[src/hw/rtl/nlp_pkg.sv]
// nlp_pkg: shared types, character codes and helper functions for the
// numeric literal parser; no dependencies

package nlp_pkg;

    // default result width
    localparam int VALUE_BITS_DEFAULT = 32;

    // character codes
    localparam logic [7:0] CH_NUL     = 8'h00;
    localparam logic [7:0] CH_ZERO    = 8'h30;
    localparam logic [7:0] CH_EIGHT   = 8'h38;
    localparam logic [7:0] CH_NINE    = 8'h39;
    localparam logic [7:0] CH_LOWER_A = 8'h61;
    localparam logic [7:0] CH_LOWER_F = 8'h66;
    localparam logic [7:0] CH_UPPER_A = 8'h41;
    localparam logic [7:0] CH_UPPER_F = 8'h46;
    localparam logic [7:0] CH_LOWER_X = 8'h78;
    localparam logic [7:0] CH_UPPER_X = 8'h58;

    // digit value meaning "not a hex digit"
    localparam logic [4:0] HEX_NONE = 5'd16;

    // result status codes
    typedef enum logic [1:0] {
        ST_OK       = 2'd0,
        ST_BAD      = 2'd1,
        ST_OVERFLOW = 2'd2
    } status_t;

    // number base currently in effect
    typedef enum logic [1:0] {
        MODE_UNDECIDED = 2'd0,
        MODE_DEC       = 2'd1,
        MODE_OCT       = 2'd2,
        MODE_HEX       = 2'd3
    } radix_t;

    // string position: first, second, later
    localparam logic [1:0] POS_FIRST  = 2'd0;
    localparam logic [1:0] POS_SECOND = 2'd1;
    localparam logic [1:0] POS_LATER  = 2'd2;

    function automatic logic is_dec(input logic [7:0] c);
        return (c >= CH_ZERO) && (c <= CH_NINE);
    endfunction

    // hex digit value, HEX_NONE when c is not a hex digit
    function automatic logic [4:0] hex_val(input logic [7:0] c);
        logic [7:0] d;
        d = 8'h00;
        if (c >= CH_ZERO && c <= CH_NINE) begin
            d = c - CH_ZERO;
            return d[4:0];
        end
        if (c >= CH_LOWER_A && c <= CH_LOWER_F) begin
            d = c - CH_LOWER_A + 8'd10;
            return d[4:0];
        end
        if (c >= CH_UPPER_A && c <= CH_UPPER_F) begin
            d = c - CH_UPPER_A + 8'd10;
            return d[4:0];
        end
        return HEX_NONE;
    endfunction

endpackage

[src/hw/rtl/numeric_literal_parser.sv]
// numeric_literal_parser: top level, character-stream integer literal parser
// depends on nlp_pkg
//
// Usage
//   s_ch carries one character per beat on a valid/ready channel; a zero
//   character ends the string. Each terminator yields exactly one beat on the
//   m_ channel (m_value, m_status); other characters yield nothing.
//   Decimal, octal (leading 0) and hex (leading 0x / 0X) are recognized;
//   overflow saturates m_value to all ones with overflow status, bad syntax
//   gives zero with bad status.
// Timing
//   One character per cycle sustained, but a terminator stalls while the
//   result register is full and m_ready is low. A character is held in the
//   input register, then the shift-add update writes the parse state and,
//   for a terminator, the result register, which drives m_valid.
//   The combinational shift-add by base 8, 10 or 16 sets the clock limit.
// Reset and stall
//   aresetn (synchronous, active low) empties both registers and clears the
//   parse state. While m_ready is low, characters keep flowing in; only a
//   terminator waits in the input register until the result register frees.
module numeric_literal_parser #(
    parameter int VALUE_BITS = nlp_pkg::VALUE_BITS_DEFAULT
) (
    input  logic                  aclk,
    input  logic                  aresetn,
    input  logic                  s_valid,
    output logic                  s_ready,
    input  logic [7:0]            s_ch,
    output logic                  m_valid,
    input  logic                  m_ready,
    output logic [VALUE_BITS-1:0] m_value,
    output logic [1:0]            m_status
);

    localparam int WIDE_BITS = VALUE_BITS + 4;

    // input register
    logic       in_valid_reg, in_valid_next;
    logic [7:0] ch_reg, ch_next;

    // parse state
    logic [1:0]            pos_reg, pos_next;
    nlp_pkg::radix_t       mode_reg, mode_next;
    logic                  bad_reg, bad_next;
    logic                  stop_reg, stop_next;
    logic [VALUE_BITS-1:0] acc_reg, acc_next;
    logic                  ovf_reg, ovf_next;

    // result register
    logic                  out_valid_reg, out_valid_next;
    logic [VALUE_BITS-1:0] value_reg, value_next;
    nlp_pkg::status_t      status_reg, status_next;

    // datapath
    logic                  is_term;
    logic                  proc_go;
    nlp_pkg::radix_t       eff_mode;
    logic [4:0]            hex_digit;
    logic [7:0]            dec_diff;
    logic [3:0]            digit;
    logic [WIDE_BITS-1:0]  acc_wide;
    logic [WIDE_BITS-1:0]  prod;
    logic [WIDE_BITS-1:0]  sum;
    logic                  sum_ovf;
    logic                  do_acc;

    // handshake
    assign is_term = (ch_reg == nlp_pkg::CH_NUL);
    assign proc_go = in_valid_reg && (!is_term || !out_valid_reg || m_ready);
    assign s_ready = !in_valid_reg || proc_go;

    // input stage
    always_comb begin
        in_valid_next = in_valid_reg;
        ch_next       = ch_reg;
        if (proc_go) begin
            in_valid_next = 1'b0;
        end
        if (s_valid && s_ready) begin
            in_valid_next = 1'b1;
            ch_next       = s_ch;
        end
    end

    // base in effect for this character; second char after a lone 0 is octal
    always_comb begin
        eff_mode = mode_reg;
        if (pos_reg == nlp_pkg::POS_SECOND && mode_reg == nlp_pkg::MODE_UNDECIDED) begin
            eff_mode = nlp_pkg::MODE_OCT;
        end
    end

    // digit value and shift-add candidate
    assign hex_digit = nlp_pkg::hex_val(ch_reg);
    assign dec_diff  = ch_reg - nlp_pkg::CH_ZERO;
    assign digit     = (eff_mode == nlp_pkg::MODE_HEX) ? hex_digit[3:0] : dec_diff[3:0];
    assign acc_wide  = WIDE_BITS'(acc_reg);

    always_comb begin
        case (eff_mode)
            nlp_pkg::MODE_HEX: prod = acc_wide << 4;
            nlp_pkg::MODE_DEC: prod = (acc_wide << 3) + (acc_wide << 1);
            default:           prod = acc_wide << 3;
        endcase
    end

    assign sum     = prod + WIDE_BITS'(digit);
    assign sum_ovf = |sum[WIDE_BITS-1:VALUE_BITS];

    // parse state update
    always_comb begin
        pos_next  = pos_reg;
        mode_next = mode_reg;
        bad_next  = bad_reg;
        stop_next = stop_reg;
        acc_next  = acc_reg;
        ovf_next  = ovf_reg;
        do_acc    = 1'b0;

        if (proc_go) begin
            if (is_term) begin
                pos_next  = nlp_pkg::POS_FIRST;
                mode_next = nlp_pkg::MODE_UNDECIDED;
                bad_next  = 1'b0;
                stop_next = 1'b0;
                acc_next  = '0;
                ovf_next  = 1'b0;
            end else begin
                if (!bad_reg) begin
                    if (pos_reg == nlp_pkg::POS_FIRST) begin
                        // first character picks decimal or waits on a leading 0
                        if (!nlp_pkg::is_dec(ch_reg)) begin
                            bad_next = 1'b1;
                        end else if (ch_reg != nlp_pkg::CH_ZERO) begin
                            mode_next = nlp_pkg::MODE_DEC;
                            acc_next  = VALUE_BITS'(digit);
                        end
                    end else if (pos_reg == nlp_pkg::POS_SECOND &&
                                 mode_reg == nlp_pkg::MODE_UNDECIDED &&
                                 (ch_reg == nlp_pkg::CH_LOWER_X ||
                                  ch_reg == nlp_pkg::CH_UPPER_X)) begin
                        mode_next = nlp_pkg::MODE_HEX;
                    end else begin
                        mode_next = eff_mode;
                        if (eff_mode == nlp_pkg::MODE_HEX) begin
                            if (hex_digit == nlp_pkg::HEX_NONE) begin
                                bad_next = 1'b1;
                            end else begin
                                do_acc = 1'b1;
                            end
                        end else if (!nlp_pkg::is_dec(ch_reg)) begin
                            bad_next = 1'b1;
                        end else if (eff_mode == nlp_pkg::MODE_DEC) begin
                            do_acc = 1'b1;
                        end else begin
                            // octal: an 8 or 9 freezes the value
                            if (ch_reg >= nlp_pkg::CH_EIGHT) begin
                                stop_next = 1'b1;
                            end else if (!stop_reg) begin
                                do_acc = 1'b1;
                            end
                        end
                    end
                end
                // saturating accumulate
                if (do_acc && !ovf_reg) begin
                    if (sum_ovf) begin
                        ovf_next = 1'b1;
                        acc_next = '1;
                    end else begin
                        acc_next = sum[VALUE_BITS-1:0];
                    end
                end
                if (pos_reg != nlp_pkg::POS_LATER) begin
                    pos_next = pos_reg + 2'd1;
                end
            end
        end
    end

    // result stage
    always_comb begin
        out_valid_next = out_valid_reg;
        value_next     = value_reg;
        status_next    = status_reg;
        if (m_ready) begin
            out_valid_next = 1'b0;
        end
        if (proc_go && is_term) begin
            out_valid_next = 1'b1;
            if (bad_reg || pos_reg == nlp_pkg::POS_FIRST) begin
                value_next  = '0;
                status_next = nlp_pkg::ST_BAD;
            end else if (ovf_reg) begin
                value_next  = '1;
                status_next = nlp_pkg::ST_OVERFLOW;
            end else begin
                value_next  = acc_reg;
                status_next = nlp_pkg::ST_OK;
            end
        end
    end

    // registers
    always_ff @(posedge aclk) begin
        if (!aresetn) begin
            in_valid_reg  <= 1'b0;
            pos_reg       <= nlp_pkg::POS_FIRST;
            mode_reg      <= nlp_pkg::MODE_UNDECIDED;
            bad_reg       <= 1'b0;
            stop_reg      <= 1'b0;
            acc_reg       <= '0;
            ovf_reg       <= 1'b0;
            out_valid_reg <= 1'b0;
        end else begin
            in_valid_reg  <= in_valid_next;
            pos_reg       <= pos_next;
            mode_reg      <= mode_next;
            bad_reg       <= bad_next;
            stop_reg      <= stop_next;
            acc_reg       <= acc_next;
            ovf_reg       <= ovf_next;
            out_valid_reg <= out_valid_next;
        end
    end

    // payload registers, no reset
    always_ff @(posedge aclk) begin
        ch_reg     <= ch_next;
        value_reg  <= value_next;
        status_reg <= status_next;
    end

    assign m_valid  = out_valid_reg;
    assign m_value  = value_reg;
    assign m_status = status_reg;

endmodule

[config.mk]
export PLATFORM = sky130hd
export DESIGN_NAME = numeric_literal_parser
export DESIGN_NICKNAME = d
export VERILOG_FILES = /design/src/hw/rtl/nlp_pkg.sv /design/src/hw/rtl/numeric_literal_parser.sv
export SDC_FILE = /design/constraint.sdc
export NUM_CORES = 1
export LEC_CHECK = 0
export BUFFER_PORTS_ARGS = -buffer_cell sky130_fd_sc_hd__buf_2
export CORE_AREA = 2 2 121 123
export CTS_BUF_LIST = sky130_fd_sc_hd__clkbuf_4
export DETAILED_ROUTE_END_ITERATION = 7
export DIE_AREA = 0 0 123 125
export GPL_TIMING_DRIVEN = 0
export HOLD_SLACK_MARGIN = 0.06
export PLACE_DENSITY = 0.67
export SLEW_MARGIN = 5
export SYNTH_ARGS = -nofsm -noshare
export SYNTH_HDL_FRONTEND = slang
export SYNTH_SLANG_ARGS = --single-unit
[constraint.sdc]
create_clock -name aclk -period 6.3 [get_ports aclk]
set_input_delay 0.63 -clock aclk [delete_from_list [all_inputs] [get_ports aclk]]
set_output_delay 0.63 -clock aclk [all_outputs]
set_load 0.02 [all_outputs]
==> impl_metrics.yaml <==
setup_path:
  worstPathRequired_ns: 6.67
  r2r_cells: 18
  reg2reg_to: "acc_reg[0]$_SDFFE_PN0P_"
  worstSetupStartpointType: "flop"
  critical_path_class: "flop to flop"
  slowest_stage: "clkbuf_1"
  r2r_slack_ns: 0.74
  arrival_ns: 5.93
  cp_num_buf_inv: 6
  path_cells: "buf_2, inv_2, nor2_1, clkbuf_1, clkbuf_1, nand2_1, fa_1, inv_1, a21oi_1, nor2_1, and2_1, nand4_1, or4_1, nand4b_4, mux2_4, o311ai_4, buf_6, o211ai_1"
  critical-path-top-delay-family: "simple AND/OR/NAND/NOR gates"
  critPathMaxFanout: 10
  slowest_delay_ns: 0.60
  endpoint_kind: "flop"
  timing.rr.start: "mode_reg[0]$_SDFFE_PN0P_"
synth:
  synth-edff-count: 42
  synth_ff_type: "edfxtp_1"
  ys_seq_area_share_pct: 30.19
  syn_nets: 911
  syn_area_um2: 6897
  ys_top_cells_by_count: "nor2_1 (118), nand2_1 (88), a21oi_1 (82)"
  ys_warn_count: 0
  avgSynthCellArea_um2: 8.047
  ys_top_cells_by_area: "edfxtp_1 (18%), dfxtp_1 (12%), ha_1 (7.3%)"
  ys_ff_latch: 83
  yosysMostFrequentCell: "nor2_1"
  yosys.area.top_type: "edfxtp_1"
  async_reset_ff_share_pct: 0
  netlist_instances: 857
  yosysUniqueCellTypes: 87
  yosysTopAreaCellShare_pct: 18.29
floorplan:
  ios: 48
  start_util_pct: 48.56
  fp.dieH_um: 125
  dieArea_um2: 15380
  rows: 44
  fp.dieW_um: 123
  coreArea_um2: 14200
clocking:
  cts.sinks: 83
  clk_latency_ns: 0.49
  cts_setup_buffers: 0
  cts_buffers: 9
  hold_buffers: 0
  clk_pin_slew_ns: 0.15
  cts-root-buf: "clkbuf_4"
  cts_tree: "done"
  htreeDepth: 3
  ctsResizeCount: 0
  clk_path_buf_depth: 2
final_layout:
  area_growth_pct: 9.253
  final_area_um2: 7535
  drive_gt1_share_pct: 11.96
  nFillCells: 1393
  layout.cells.non_filler: 1105
  fin_nets: 969
global_route:
  grt_pass1_wl_mm: 32.76
  met3_usage_pct: 4.197
  antenna_found_initial: 1
  track_usage_pct: 27.26
  grt_max_degree: 20
  grt_pass1_vias: 6011
  grt.overflow.total: 0
  met1_usage_pct: 39.82
  top_usage_layer: "met2"
  grtUsageMet2_pct: 41.37
place:
  routabilityCongestion: 0.9342
  dp_cells: 1088
  post-place-ws_ns: 0.8912
  port_buffers: 46
  dp_hpwl_mm: 15.37
  place_area_um2: 7392
worst_hold_path:
  min_to: "ch_reg[4]$_DFFE_PP_"
  hold_start: "s_ch[4]"
  worstHoldPathCells: 1
  hp-class: "primary input to flop"
timing:
  worst_pin_slew_ns: 0.8024
  final-setup-viol-count: 0
  finalWorstSetupSlack_ns: 0.7388
  fin_skew_ns: 0.01958
  rsz0062_at_grt: "false"
  final-hold-violation-count: 0
  slew_headroom_pct: 46.51
  fmax_ghz: 0.1798
  slew_viol_final: 0
  fin_crit_ns: 5.561
  fin_crit_sh_pct: 88.27
  finalSetupTns_ns: 0
detailed_routing:
  wl_per_cell_um: 18.77
  via_per_inst: 6.164
  drtIter0Drc: 757
  drtAntennaViolNets: 0
  wirelength_mm: 20.74
  dr.pass1.iters: 8
  drc_errors: 0
  vias: 6811
power_and_ir_drop:
  p_switching_mw: 0.2745
  switching_share_pct: 27.57
  clockPowerShare_pct: 34.0
  ir_drop_uv: 126.9
  pwr-share-comb_pct: 7.9
  internal-power_mw: 0.7210
  pwr-share-seq_pct: 58.0
  total_power_mw: 0.9955
  powerDensity_nw_per_um2: 132.1
  p_leak_nw: 2.765
status:
  status: "finished, final reports clean"
run:
  maxCapViolCount: 0
-- cell usage in the layout (no fill, tap or decap), types with 6 or more instances in the layout --
cell	n
o211ai_1	13
and2_1	12
nand2b_1	8
a31oi_1	12
a311oi_2	7
dfxtp_1	41
clkbuf_4	10
nor3_1	14
xor2_1	13
a311oi_1	9
nand3_1	22
nor2b_1	6
buf_2	52
and3_1	12
a21o_1	11
inv_1	25
edfxtp_1	42
nand2_1	88
o21ai_0	48
clkbuf_1	38
xnor2_1	26
mux2i_1	6
or3_1	7
ha_1	40
nor2_1	117
a21oi_1	82
nand4_1	18
o21a_1	10
-- worst max path at each step --
stage	startpoint	to	slack, ns	cells after the start
after floorplan	ch_reg[0]$_DFFE_PP_	acc_reg[13]$_SDFFE_PN0P_	1.86	22
after global placement	mode_reg[0]$_SDFFE_PN0P_	acc_reg[4]$_SDFFE_PN0P_	0.83	18
after detailed placement	mode_reg[0]$_SDFFE_PN0P_	acc_reg[4]$_SDFFE_PN0P_	0.89	18
after CTS	mode_reg[0]$_SDFFE_PN0P_	acc_reg[0]$_SDFFE_PN0P_	0.84	18
after global routing	mode_reg[0]$_SDFFE_PN0P_	acc_reg[0]$_SDFFE_PN0P_	0.44	18
final	mode_reg[0]$_SDFFE_PN0P_	acc_reg[0]$_SDFFE_PN0P_	0.74	18
-- cell families after synthesis --
group / synth area share, %
multiplexers: 1.252
AO/OA/AOI/OAI: 27.41
AND/OR/NAND/NOR: 23.62
adder cells (fa/ha/maj): 7.837
flip-flops: 30.19
XOR/XNOR: 4.953
buffers and inverters: 4.735
-- layer usage --
layer / vias up / routed length, µm
li1: 3315 / -
met1: 3167 / 9474
met2: 299 / 9255
met3: 30 / 1654
met4: 0 / 354
met5: - / 0
-- through the flow --
step / hold slack, ns / utilization, %
2_1_floorplan: 0.4316 / -
3_3_place_gp: 0.4504 / 51.80
3_5_place_dp: 0.4643 / 52.04
4_1_cts: 0.2888 / 53.03
5_1_grt: 0.3042 / 53.05
6_report: 0.3039 / 53.05
-- power by group through the flow --
stage	registers, mW	clock network [mW]	logic [mW]
after CTS	0.578	0.345	0.0781
after global routing	0.579	0.361	0.0871
after floorplan	0.588	0	0.0541
final	0.578	0.339	0.0790
after global placement	0.590	0	0.0765
after detailed placement	0.590	0	0.0778
-- area by class of cell --
class                   instances  area, µm²  area share [%]
well taps                     184      230.2           3.055
repair buffers                 47      257.7           3.421
clock inverters                 6      65.06          0.8635
multi-input cells             696       4496           59.66
diodes                          1      2.502         0.03321
clock buffers                  10      75.07          0.9963
inverters                      28      105.1           1.395
plain buffers                  50      221.5           2.939
flip-flops and latches         83       2082           27.63
(Power assumes the default switching activity.)
